**config.mk**
```make
export PLATFORM = sky130hd
export DESIGN_NAME = weighted_mean_variance
export DESIGN_NICKNAME = d
export VERILOG_FILES = /design/src/sv/wmv_pkg.sv /design/src/sv/wmv_div.sv /design/src/sv/weighted_mean_variance.sv
export VERILOG_INCLUDE_DIRS = /design/src /design/src/sv
export SDC_FILE = /design/constraint.sdc
export NUM_CORES = 2
export LEC_CHECK = 0
export BUFFER_PORTS_ARGS = -buffer_cell sky130_fd_sc_hd__buf_4
export CAP_MARGIN = 25
export CELL_PAD_IN_SITES_DETAIL_PLACEMENT = 1
export CELL_PAD_IN_SITES_GLOBAL_PLACEMENT = 1
export CORE_UTILIZATION = 45
export CTS_CLUSTER_DIAMETER = 150
export DETAILED_ROUTE_END_ITERATION = 8
export GPL_TIMING_DRIVEN = 0
export PLACE_DENSITY_LB_ADDON = 0.1
export REMOVE_ABC_BUFFERS = 1
export SYNTH_ARGS = -nofsm -noshare
export SYNTH_HDL_FRONTEND = slang
export SYNTH_SLANG_ARGS = --single-unit
export TNS_END_PERCENT = 1
```
**constraint.sdc**
```tcl
create_clock -name i_clk -period 13.3 [get_ports i_clk]
set_input_delay 2.66 -clock i_clk [delete_from_list [all_inputs] [get_ports i_clk]]
set_output_delay 2.66 -clock i_clk [all_outputs]
set_load 0.02 [all_outputs]
```
**src/sv/weighted_mean_variance_assert.svh**
```systemverilog
// assertion macros for the weighted mean and variance block
`ifndef WEIGHTED_MEAN_VARIANCE_ASSERT_SVH
`define WEIGHTED_MEAN_VARIANCE_ASSERT_SVH

`ifndef SYNTHESIS
// same-cycle implication, disabled while in reset
`define WMV_ASSERT_IMP(label, clk, rst_n, ante, cons) \
    label: assert property (@(posedge clk) disable iff (!rst_n) (ante) |-> (cons)) \
        else $error("weighted mean variance: same-cycle check failed");
// next-cycle implication, disabled while in reset
`define WMV_ASSERT_NXT(label, clk, rst_n, ante, cons) \
    label: assert property (@(posedge clk) disable iff (!rst_n) (ante) |=> (cons)) \
        else $error("weighted mean variance: next-cycle check failed");
`else
`define WMV_ASSERT_IMP(label, clk, rst_n, ante, cons)
`define WMV_ASSERT_NXT(label, clk, rst_n, ante, cons)
`endif

`endif

```
**src/sv/wmv_pkg.sv**
```systemverilog
// shared types and constants for the weighted mean and variance block
package wmv_pkg;

    localparam int SAMPLE_BITS = 16;
    localparam int WEIGHT_BITS = 16;
    localparam int MEAN_BITS   = 16;
    localparam int VAR_BITS    = 31;

    localparam logic [MEAN_BITS-1:0] MEAN_MAX     = 16'h7FFF;
    localparam logic [MEAN_BITS-1:0] MEAN_MIN     = 16'h8000;
    localparam logic [VAR_BITS-1:0]  VAR_MAX      = 31'h4000_0000;

    // one input beat
    typedef struct packed {
        logic signed [SAMPLE_BITS-1:0] sample;
        logic [WEIGHT_BITS-1:0]        weight;
        logic                          last;
    } t_wmv_in;

    // one result beat
    typedef struct packed {
        logic signed [MEAN_BITS-1:0] mean;
        logic [VAR_BITS-1:0]         variance;
        logic                        zero_weight;
        logic                        overflowed;
    } t_wmv_out;

endpackage

```
**src/sv/wmv_div.sv**
```systemverilog
// iterative restoring divider, one quotient bit per cycle, with round-half-up flag
module wmv_div #(
    parameter int DVD_W = 64,
    parameter int DVS_W = 32
) (
    input  logic             i_clk,
    input  logic             i_rst_n,
    input  logic             i_start,
    input  logic [DVD_W-1:0] i_dividend,
    input  logic [DVS_W-1:0] i_divisor,
    output logic             o_done,
    output logic [DVD_W-1:0] o_quotient,
    output logic             o_round_up
);

    localparam int CNT_W = $clog2(DVD_W + 1);

    logic [DVD_W-1:0] r_dvd, n_dvd;
    logic [DVS_W-1:0] r_rem, n_rem;
    logic [DVS_W-1:0] r_dvs;
    logic [CNT_W-1:0] r_cnt, n_cnt;
    logic             r_run, n_run;
    logic             r_done, n_done;
    logic [DVS_W:0]   rem_sh;
    logic [DVS_W:0]   rem_sub;
    logic             q_bit;

    // one restoring step: shift in the next dividend bit and try the subtract
    always_comb begin
        rem_sh  = {r_rem, r_dvd[DVD_W-1]};
        rem_sub = rem_sh - {1'b0, r_dvs};
        q_bit   = (rem_sh >= {1'b0, r_dvs});
    end

    // sequencing of the steps
    always_comb begin
        n_dvd  = r_dvd;
        n_rem  = r_rem;
        n_cnt  = r_cnt;
        n_run  = r_run;
        n_done = 1'b0;
        if (i_start) begin
            n_dvd = i_dividend;
            n_rem = '0;
            n_cnt = CNT_W'(DVD_W);
            n_run = 1'b1;
        end else if (r_run) begin
            n_dvd = {r_dvd[DVD_W-2:0], q_bit};
            n_rem = q_bit ? rem_sub[DVS_W-1:0] : rem_sh[DVS_W-1:0];
            n_cnt = r_cnt - 1'b1;
            if (r_cnt == CNT_W'(1)) begin
                n_run  = 1'b0;
                n_done = 1'b1;
            end
        end
    end

    always_ff @(posedge i_clk) begin
        if (!i_rst_n) begin
            r_run  <= 1'b0;
            r_done <= 1'b0;
            r_cnt  <= '0;
        end else begin
            r_run  <= n_run;
            r_done <= n_done;
            r_cnt  <= n_cnt;
        end
    end

    // operands and partial results carry no reset
    always_ff @(posedge i_clk) begin
        r_dvd <= n_dvd;
        r_rem <= n_rem;
        if (i_start) begin
            r_dvs <= i_divisor;
        end
    end

    // round up when twice the remainder reaches the divisor
    assign o_done     = r_done;
    assign o_quotient = r_dvd;
    assign o_round_up = ({1'b0, r_rem} << 1) >= {1'b0, r_dvs};

endmodule

```
**src/sv/weighted_mean_variance.sv**
```systemverilog
// top level of the weighted mean and variance block
//
// Usage: drive i_item with a signed Q8.8 sample, its unsigned Q8.8 weight and
// a last mark, and raise start while busy is low; the beat is taken at that
// clock edge. Each beat adds weight, weight*sample and weight*sample^2 into
// three saturating accumulators through one shared 32x16 multiplier and one
// adder per step, so a plain beat keeps busy high through the MUL1, MUL2 and
// ACC states, and the next beat can be taken once busy is low again.
// On a beat marked last the run is closed: unless the weight sum is zero, one
// shared restoring divider, one quotient bit per cycle, divides the weighted
// sum and then the square sum by the weight sum (DW = min(48+COUNT_BITS, 64)
// steps each), and the shared multiplier squares the rounded mean. busy stays
// high up to and including the finish state after a last beat; the result
// then shows on o_result with o_valid high for exactly one cycle, while busy
// is already low, and the accumulators are clear for the next run.
// The receiver cannot hold results off: o_valid is a one-cycle strobe.
// Synchronous active-low reset returns to idle, clears the accumulators and
// the saturation flag, and drops o_valid.
`include "weighted_mean_variance_assert.svh"

module weighted_mean_variance
    import wmv_pkg::*;
#(
    parameter int COUNT_BITS = 16
) (
    input  logic     i_clk,
    input  logic     i_rst_n,
    input  logic     start,
    output logic     busy,
    input  t_wmv_in  i_item,
    output logic     o_valid,
    output t_wmv_out o_result
);

    localparam int WT_BITS  = WEIGHT_BITS + COUNT_BITS;
    localparam int S1_RAW   = SAMPLE_BITS + WEIGHT_BITS + COUNT_BITS;
    localparam int S1_BITS  = (S1_RAW > 62) ? 62 : S1_RAW;
    localparam int S2_RAW   = 2 * SAMPLE_BITS + WEIGHT_BITS + COUNT_BITS;
    localparam int S2_BITS  = (S2_RAW > 64) ? 64 : S2_RAW;
    localparam int DIV_W    = S2_BITS;
    localparam int MUL_A_W  = SAMPLE_BITS + WEIGHT_BITS;
    localparam int MUL_B_W  = SAMPLE_BITS;
    localparam int MUL_P_W  = MUL_A_W + MUL_B_W;

    localparam logic signed [S1_BITS-1:0] S1_MAX = {1'b0, {(S1_BITS-1){1'b1}}};
    localparam logic signed [S1_BITS-1:0] S1_MIN = {1'b1, {(S1_BITS-1){1'b0}}};

    // sequencer states
    localparam logic [2:0] ST_IDLE = 3'd0;
    localparam logic [2:0] ST_MUL1 = 3'd1;
    localparam logic [2:0] ST_MUL2 = 3'd2;
    localparam logic [2:0] ST_ACC  = 3'd3;
    localparam logic [2:0] ST_DIV1 = 3'd4;
    localparam logic [2:0] ST_DIV2 = 3'd5;
    localparam logic [2:0] ST_SQR  = 3'd6;
    localparam logic [2:0] ST_FIN  = 3'd7;

    logic [2:0]                 r_state, n_state;
    logic                       r_neg;
    logic [SAMPLE_BITS-1:0]     r_mag;
    logic [WEIGHT_BITS-1:0]     r_weight;
    logic                       r_last;
    logic [MUL_P_W-1:0]         r_prod, n_prod;
    logic [WT_BITS-1:0]         r_wt, n_wt;
    logic signed [S1_BITS-1:0]  r_s1, n_s1;
    logic [S2_BITS-1:0]         r_s2, n_s2;
    logic                       r_sat, n_sat;
    logic                       r_zero, n_zero;
    logic signed [MEAN_BITS-1:0] r_mean, n_mean;
    logic [DIV_W-1:0]           r_msq, n_msq;
    logic                       r_valid, n_valid;
    t_wmv_out                   r_result, n_result;

    logic [MUL_A_W-1:0]         mul_a;
    logic [MUL_B_W-1:0]         mul_b;
    logic [MUL_P_W-1:0]         mul_p;
    logic [WT_BITS:0]           wt_sum;
    logic signed [MUL_A_W:0]    prod_s;
    logic signed [S1_BITS:0]    s1_sum;
    logic [S2_BITS:0]           s2_sum;
    logic [S1_BITS-1:0]         s1_mag;
    logic [MEAN_BITS-1:0]       mean_mag;
    logic [DIV_W-1:0]           q_rnd;
    logic [DIV_W-1:0]           m2;
    logic [DIV_W-1:0]           var_diff;

    logic                       div_start;
    logic [DIV_W-1:0]           div_dvd;
    logic                       div_done;
    logic [DIV_W-1:0]           div_q;
    logic                       div_round;

    // shared divider for both quotients
    wmv_div #(
        .DVD_W (DIV_W),
        .DVS_W (WT_BITS)
    ) u_div (
        .i_clk      (i_clk),
        .i_rst_n    (i_rst_n),
        .i_start    (div_start),
        .i_dividend (div_dvd),
        .i_divisor  (r_wt),
        .o_done     (div_done),
        .o_quotient (div_q),
        .o_round_up (div_round)
    );

    // shared multiplier operand selection
    always_comb begin
        mul_a = r_prod[MUL_A_W-1:0];
        mul_b = r_mag;
        case (r_state)
            ST_MUL1: begin
                mul_a = MUL_A_W'(r_weight);
                mul_b = r_mag;
            end
            ST_SQR: begin
                mul_a = MUL_A_W'(mean_mag);
                mul_b = MUL_B_W'(mean_mag);
            end
            default: begin
                mul_a = r_prod[MUL_A_W-1:0];
                mul_b = r_mag;
            end
        endcase
        mul_p = MUL_P_W'(mul_a) * MUL_P_W'(mul_b);
    end

    // accumulator adders with carry and sign headroom
    always_comb begin
        wt_sum = {1'b0, r_wt} + (WT_BITS+1)'(r_weight);
        prod_s = r_neg ? -$signed({1'b0, r_prod[MUL_A_W-1:0]})
                       :  $signed({1'b0, r_prod[MUL_A_W-1:0]});
        s1_sum = $signed({r_s1[S1_BITS-1], r_s1}) + (S1_BITS+1)'(prod_s);
        s2_sum = {1'b0, r_s2} + (S2_BITS+1)'(r_prod);
    end

    // magnitudes, rounding and the variance difference
    always_comb begin
        s1_mag   = r_s1[S1_BITS-1] ? S1_BITS'(-r_s1) : S1_BITS'(r_s1);
        div_dvd  = (r_state == ST_ACC) ? DIV_W'(s1_mag) : DIV_W'(r_s2);
        q_rnd    = div_q + DIV_W'(div_round);
        mean_mag = r_mean[MEAN_BITS-1] ? MEAN_BITS'(-r_mean) : MEAN_BITS'(r_mean);
        m2       = DIV_W'(r_prod[2*MEAN_BITS-1:0]);
        var_diff = r_msq - m2;
    end

    // sequencer
    always_comb begin
        n_state   = r_state;
        n_prod    = r_prod;
        n_wt      = r_wt;
        n_s1      = r_s1;
        n_s2      = r_s2;
        n_sat     = r_sat;
        n_zero    = r_zero;
        n_mean    = r_mean;
        n_msq     = r_msq;
        n_valid   = 1'b0;
        n_result  = r_result;
        div_start = 1'b0;
        case (r_state)
            ST_IDLE: begin
                if (start) begin
                    n_state = ST_MUL1;
                end
            end
            // weight times magnitude, weight sum
            ST_MUL1: begin
                n_prod = mul_p;
                if (wt_sum[WT_BITS]) begin
                    n_wt  = '1;
                    n_sat = 1'b1;
                end else begin
                    n_wt = wt_sum[WT_BITS-1:0];
                end
                n_state = ST_MUL2;
            end
            // square term, weighted sum
            ST_MUL2: begin
                n_prod = mul_p;
                if (s1_sum[S1_BITS] != s1_sum[S1_BITS-1]) begin
                    n_s1  = s1_sum[S1_BITS] ? S1_MIN : S1_MAX;
                    n_sat = 1'b1;
                end else begin
                    n_s1 = s1_sum[S1_BITS-1:0];
                end
                n_state = ST_ACC;
            end
            // square sum, then close the run on a last beat
            ST_ACC: begin
                if (s2_sum[S2_BITS]) begin
                    n_s2  = '1;
                    n_sat = 1'b1;
                end else begin
                    n_s2 = s2_sum[S2_BITS-1:0];
                end
                n_zero = (r_wt == '0);
                if (!r_last) begin
                    n_state = ST_IDLE;
                end else if (r_wt == '0) begin
                    n_state = ST_FIN;
                end else begin
                    div_start = 1'b1;
                    n_state   = ST_DIV1;
                end
            end
            // rounded mean with clamp, then divide the square sum
            ST_DIV1: begin
                if (div_done) begin
                    if (r_s1[S1_BITS-1]) begin
                        n_mean = (q_rnd > DIV_W'(MEAN_MIN)) ? $signed(MEAN_MIN)
                                 : -$signed(q_rnd[MEAN_BITS-1:0]);
                    end else begin
                        n_mean = (q_rnd > DIV_W'(MEAN_MAX)) ? $signed(MEAN_MAX)
                                 : $signed(q_rnd[MEAN_BITS-1:0]);
                    end
                    div_start = 1'b1;
                    n_state   = ST_DIV2;
                end
            end
            ST_DIV2: begin
                if (div_done) begin
                    n_msq   = q_rnd;
                    n_state = ST_SQR;
                end
            end
            // square of the rounded mean
            ST_SQR: begin
                n_prod  = mul_p;
                n_state = ST_FIN;
            end
            // result beat and accumulator clear
            ST_FIN: begin
                n_valid              = 1'b1;
                n_result.overflowed  = r_sat;
                n_result.zero_weight = r_zero;
                if (r_zero) begin
                    n_result.mean     = '0;
                    n_result.variance = '0;
                end else begin
                    n_result.mean = r_mean;
                    if (r_msq <= m2) begin
                        n_result.variance = '0;
                    end else if (var_diff > DIV_W'(VAR_MAX)) begin
                        n_result.variance = VAR_MAX;
                    end else begin
                        n_result.variance = var_diff[VAR_BITS-1:0];
                    end
                end
                n_wt    = '0;
                n_s1    = '0;
                n_s2    = '0;
                n_sat   = 1'b0;
                n_state = ST_IDLE;
            end
            default: begin
                n_state = ST_IDLE;
            end
        endcase
    end

    // control state and accumulators
    always_ff @(posedge i_clk) begin
        if (!i_rst_n) begin
            r_state <= ST_IDLE;
            r_valid <= 1'b0;
            r_wt    <= '0;
            r_s1    <= '0;
            r_s2    <= '0;
            r_sat   <= 1'b0;
        end else begin
            r_state <= n_state;
            r_valid <= n_valid;
            r_wt    <= n_wt;
            r_s1    <= n_s1;
            r_s2    <= n_s2;
            r_sat   <= n_sat;
        end
    end

    // payload registers
    always_ff @(posedge i_clk) begin
        if (r_state == ST_IDLE && start) begin
            r_neg    <= i_item.sample[SAMPLE_BITS-1];
            r_mag    <= i_item.sample[SAMPLE_BITS-1] ? SAMPLE_BITS'(-i_item.sample)
                                                     : SAMPLE_BITS'(i_item.sample);
            r_weight <= i_item.weight;
            r_last   <= i_item.last;
        end
        r_prod   <= n_prod;
        r_zero   <= n_zero;
        r_mean   <= n_mean;
        r_msq    <= n_msq;
        r_result <= n_result;
    end

    assign busy     = (r_state != ST_IDLE);
    assign o_valid  = r_valid;
    assign o_result = r_result;

    // checks
    `WMV_ASSERT_NXT(a_accept_goes_busy, i_clk, i_rst_n, start && !busy, busy)
    `WMV_ASSERT_IMP(a_result_when_idle, i_clk, i_rst_n, o_valid, !busy)
    `WMV_ASSERT_IMP(a_zero_weight_clear, i_clk, i_rst_n, o_valid && o_result.zero_weight, o_result.mean == '0 && o_result.variance == '0)
    `WMV_ASSERT_IMP(a_variance_range, i_clk, i_rst_n, o_valid, o_result.variance <= VAR_MAX)

endmodule
```
# Yosys cells after proc, flatten, opt, wreduce, memory -nomap -nowiden

Cells that the tools add are included.

Equality and inequality tests: 15
Mux-type cells: 42
Reductions and logical operators: 18
Multipliers: 1
Add/subtract/negate cells: 12
Bitwise gates (word level): 2
Order comparisons: 6

Operators by type and width:

| kind                                                             | count |
|---|---|
| two-way mux 64 bit                                               | 4 |
| two-way mux 48 bit                                               | 3 |
| case mux 32 bit (2 select lines)                                 | 2 |
| case mux 64 bit (2 select lines)                                 | 1 |
| case mux 48 bit (2 select lines)                                 | 1 |
| two-way mux 16 bit                                               | 5 |
| greater-or-equal comparator 33 x 32 -> 1 bit                     | 2 |
| adder 64 x 48 -> 65 bit                                          | 1 |
| adder 64 x 1 -> 64 bit                                           | 1 |
| greater-than comparator 64 x 15 -> 1 bit (second input constant) | 1 |
| greater-than comparator 64 x 16 -> 1 bit (second input constant) | 1 |
| greater-than comparator 64 x 31 -> 1 bit (second input constant) | 1 |
| less-or-equal comparator 64 x 32 -> 1 bit                        | 1 |
| two-way mux 32 bit                                               | 2 |
| subtractor 64 x 32 -> 64 bit                                     | 1 |
| adder 48 x 33 -> 49 bit                                          | 1 |
| multiplier 32 x 16 -> 48 bit                                     | 1 |
| negator 16 bit                                                   | 3 |
| negator 48 bit                                                   | 1 |
| adder 32 x 16 -> 33 bit                                          | 1 |
| two-way mux 33 bit                                               | 1 |
| negator 32 -> 33 bit                                             | 1 |
| zero test 32 bit                                                 | 1 |
| subtractor 32 bit                                                | 1 |
| 28 further kinds                                                 | 58 |

Bits of input ports: 36
Output and inout bits: 51
Register bits: 498
Logic and storage cells: 123

# Logic depth before layout (Yosys ltp)

Depth in word-level cells: 6
Gate-level depth with buffers: 34
Depth with buffers taken out: 32

# Cells and area by module

From an unflattened synthesis, not the netlist that was laid out.

Cell total of the unflattened synthesis: 6135
Area, all modules: 51733.4 um^2

Modules (own cells, without submodules):

| module                 | cells each | seq. area each (um^2) | area each (um^2) | times used |
|---|---|---|---|---|
| weighted_mean_variance | 5448       | 9349.0                | 44287.5          | 1 |
| wmv_div                | 687        | 3703.6                | 7445.9           | 1 |

# Worst setup path before layout

Ideal clock, no wire load.

Kind: flip-flop to flip-flop
Start point: register r_mean[2]
End point: register r_prod[47] (data pin)
Cell stages (with the launch flop): 31
Library setup time: 0.260 ns
Arrival: 8.096 ns
Data required time: 13.040 ns
Path buffers: 1
Path slack: 4.944 ns
Period minus slack after synthesis: 8.356 ns
Path through: edfxtp_1 or3_1 nor3_1 nand2_1 or4_1 o21ai_0 xor2_1 nand2_1 o21ai_0 clkbuf_1 nor2_1 fa_1 fa_1 fa_1 fa_1 fa_1 inv_1 fa_1 inv_1 ha_1 nand2_1 nand3_1 a2111oi_0 a21oi_1 a21oi_1 o31ai_1 a31o_2 a311oi_1 o21ai_0 a21oi_1 xnor2_1

Word-level cells in the longest chain between the ends: 4
Elaborated cells on any way between the ends: 5
Those cells by class: add/sub (1); mul (1); mux (3)

RTL lines:

| item                                                                          | RTL line                      | text |
|---|---|---|
| start, declared                                                               | weighted_mean_variance.sv:69  | `logic signed [MEAN_BITS-1:0] r_mean, n_mean;` |
| start signal, assigned                                                        | weighted_mean_variance.sv:293 | `r_mean <= n_mean;` |
| negator 16 bit                                                                | weighted_mean_variance.sv:143 | `mean_mag = r_mean[MEAN_BITS-1] ? MEAN_BITS'(-r_mean) : MEAN_BITS'(r_mean);` |
| two-way mux 16 bit *                                                          | weighted_mean_variance.sv:143 |  |
| case mux 32 bit (2 select lines) / two-way mux 16 bit (equally long branches) | weighted_mean_variance.sv:112 | `case (r_state)` |
| multiplier 32 x 16 -> 48 bit *                                                | weighted_mean_variance.sv:126 | `mul_p = MUL_P_W'(mul_a) * MUL_P_W'(mul_b);` |
| named net mul_p[47]                                                           | weighted_mean_variance.sv:76  | `logic [MUL_P_W-1:0] mul_p;` |
| end signal, assigned                                                          | weighted_mean_variance.sv:291 | `r_prod <= n_prod;` |
| end, declared                                                                 | weighted_mean_variance.sv:63  | `logic [MUL_P_W-1:0] r_prod, n_prod;` |

Mark *: on every way through the listed nets, which the timed path passes. The rest lies on a longest branch.
A chain may end at the register's enable or synchronous reset.

# Worst setup path after layout

Start point: register r_state[2]
End point: register r_prod[47] (data pin)

Word-level cells in the longest chain between the ends: 3
Elaborated cells on any way between the ends: 5
Those cells by class: mul (1); eq/ne (2); mux (2)

RTL lines:

| item                                                                          | RTL line                      | text |
|---|---|---|
| start, declared                                                               | weighted_mean_variance.sv:58  | `logic [2:0] r_state, n_state;` |
| start signal, assigned                                                        | weighted_mean_variance.sv:273 | `r_state <= n_state;` |
| equality test 3 bit / equality test 3 x 1 -> 1 bit (equally long branches)    | weighted_mean_variance.sv:112 |  |
| case mux 32 bit (2 select lines) / two-way mux 16 bit (equally long branches) | weighted_mean_variance.sv:112 |  |
| multiplier 32 x 16 -> 48 bit *                                                | weighted_mean_variance.sv:126 |  |
| named net mul_p[47]                                                           | weighted_mean_variance.sv:76  |  |

Marks and branches as above.

==> results.txt <==
For this design, the CTS-stage hold fixing added 0 buffers. Dividing the detail-routed via count by the number of cells gives 5.94. The post-synthesis share of cell area spent on and, or, nand and nor gates came out at 19.4%. The number of CTS-inserted buffers came out at 61.

The run finished with clean final reports. The maximum number of pins on one net before global-route repair came out at 91. The worst path arrival time came out at 11.38 ns. The mean area per synthesized cell came out at 8.44 sq um. The register bit total from synthesis came out at 498.

The starting density of the core is 45.3%. By instance count, the cell type seen most on the critical path is fa_1. The final layout net count came out at 6734. For the worst-skew pair, the clock arrives at the later sink with an insertion delay of 0.68 ns.

Setup violations remaining at the end of the flow were counted as 0. The remaining max-slew budget at the tightest pin is 20.8%. The core region is 112000 sq um. The largest family of logic cells by synthesized area is adder cells. After Yosys synthesis, full adders, half adders and majority gates account for 24.1% of the synthesized area. The max-capacitance violation count came out at 0. The slew at the pin with the worst max-slew slack is 1.18 ns.

The DRC violations left is 0. At the end of routability-driven placement, the weighted congestion stood at 0.946. The CTS H-tree depth came out at 2. The number of max-slew violations in the final report is 0. The count of endpoints failing hold in the final timing report came to 0. The number of post-CTS setup repair buffers is 0. Of the available clock period, the critical path in the final layout requires 82.4%. The worst setup path is captured at a register. The post-synthesis compound-gate area fraction is 16.9%. The total wire length after detailed routing came out at 181 mm. The average wire per cell in the routed design came out at 24.0 microns. After technology mapping, the gate count stands at 6031.

The CTS tree is built. The xor and xnor fraction of the mapped netlist area is 6.47%. STA puts the critical path data required time at 13.71 ns. The cell area after placement is 53600 sq um.

Setup repair after global routing left no endpoint under its margin. The TritonCTS sink count came out at 498. The number of top-level pins is 87. After clock tree synthesis, the clock-pin slew on the worst setup and hold paths is 0.06 ns.

The floorplan die height came out at 338 microns. In the synthesized netlist, the cells that appear most often are nand2_1, inv_1, nor2_1, fa_1, a21oi_1. The overall routing resource usage is 31.3%. The critical path is of the register to register type.

The maximum single-stage delay on the critical path came out at 0.76 ns. Among all flip-flop cells after synthesis, the most frequent one is edfxtp_1. STA classifies the critical path startpoint as a register.

The total via count after detailed routing came out at 44700. Summed over its instances, the top area cell type makes up 18.2% of the synthesized netlist area. The count of buffers from port buffering came out at 86.

The number of flops mapped to enable cells by yosys is 308. The area of all placed cells without fillers is 55900 sq um. The worst clock skew is 0.0355 ns.

The highest-delay cell along the critical path is nor2_1. The clock period minus final worst setup slack came out at 10.96 ns. The via count of the first global-routing pass came out at 46000. The first routing iteration left 2978 violations. The number of distinct standard cells referenced by the synthesized netlist came out at 96. The HPWL after detailed placement is 148 mm. In this run the worst hold path is classified as register to register. The initial antenna violation count is 1.

The number of nets still failing antenna checks after routing is 0. Yosys attributes the largest share of cell area to edfxtp_1, fa_1, ha_1. The fraction of final layout cells with drive strength greater than 1 is 6.36%. The die covers 114000 sq um.

The initialized floorplan defines 123 standard-cell rows. The tree is rooted in a clkbuf_16. The cell area after synthesis is 50900 sq um. The number of warning messages in the yosys log came out at 0.

The most common cell in the synthesized netlist is nand2_1. In this run the deepest clock path goes through 3 buffers. The number of detailed-route iterations in the first pass came out at 5. The number of cells upsized or downsized after cts came out at 0. The total overflow reported by the global router came out at 0. The share of cell area taken by muxes after synthesis is 0.614%. The antenna cell count came out at 0. The post-synthesis async set-or-reset flop share came out at 0%. The area growth from synthesis to layout is 9.72%.

The width of the die came out at 338 microns. The global-route wire length before repair is 278 mm. The library cell occupying the most area in the post-synthesis netlist is edfxtp_1. The achievable frequency is 0.0912 GHz. In this run the worst path has a maximum fanout of 37.

The portion of the post-synthesis area used by sequential elements came out at 25.6%.
==> cell usage in the layout (no fill, tap or decap), drive strengths merged, types with 15 or more instances in the layout <==
master   instances
nand2          800
inv            622
nor2           540
fa             423
a21oi          400
o21ai          373
edfxtp         308
ha             305
xnor2          225
dfxtp          190
buf            158
xor2           151
nand3          140
a21o           123
nand4           91
nor3            91
clkbuf          84
nor4            83
o31ai           57
o21a            55
nor2b           53
and3            52
a211oi          49
nand2b          45
or3             45
and2            44
a31oi           43
o21bai          36
o211ai          34
or2             31
or4             31
mux2i           29
and4            26
clkinv          20
o41ai           19
a21boi          17
a311oi          16
a2111oi         15
nor4b           15
a211o           15
==> per-layer routing <==
layer,GRT usage (%),routed length (microns),part of all wire [%]
met2,52.4,86100,48
met1,41.8,79200,44
met5,0,13,0.0072
met4,10.2,6300,3.5
met3,3.87,9210,5.1
==> worst paths after layout <==
check / slack [ns] / to / depth (start not counted) / from
max: 2.34 / r_prod[47] / 30 / r_state[2]
min: 0.50 / o_result[0] / 0 / r_sat
max reg2reg: 2.34 / r_prod[47] / 30 / r_state[2]
min reg2reg: 0.50 / o_result[0] / 0 / r_sat
==> worst max-delay path: cells and delay by family, from the launching register on <==
kind	cells	cell delay, ns
and+or+nand+nor	6	1.88
buffers and inverters	6	1.10
xor gates and xnor gates	1	0.07
AOI/OAI and AO/OA	10	3.39
adders and majority gates	7	3.43
DFF	1	0.73
==> registers in the layout, summed over array words and instances, names as in the netlist, 48 cells and up <==
signal / cells
r_msq: 64
r_s2: 64
r_prod: 48
r_s1: 48
o_result: 49
u_div.o_quotient: 64
==> area by class of cell <==
| class | instances | area, sq um |
|---|---|---|
| clock buffer | 82 | 1720 |
| clock inverter | 34 | 444 |
| fill | 13300 | 56500 |
| inverter | 622 | 2340 |
| multi-input combinational | 4626 | 34600 |
| sequential | 498 | 13100 |
| tap | 1500 | 1880 |
| timing repair buffer | 161 | 1790 |
==> through the flow <==
step	TNS (ns)	cells	utilization [%]	hold WS [ns]	setup WS [ns]
after detailed placement	0	7402	47.7	0.462	2.60
after floorplan	0	5746	-	0.408	0.532
after global placement	-1113.58	7332	46.6	0.461	-8.83
after CTS	0	7518	49.7	0.470	2.57
after global routing	0	7523	49.7	0.482	1.90
final	0	7523	49.7	0.496	2.34
==> logic make-up after synthesis <==
kind of cell | count (synthesis)
and+or+nand+nor | 2119
AOI/OAI and AO/OA | 1372
buffers and inverters | 907
adders and majority gates | 728
DFF | 498
xor gates and xnor gates | 376
muxes | 31
Power is not shown: default switching activity piles up to over one toggle a cycle in this logic, so the estimate is an artifact.
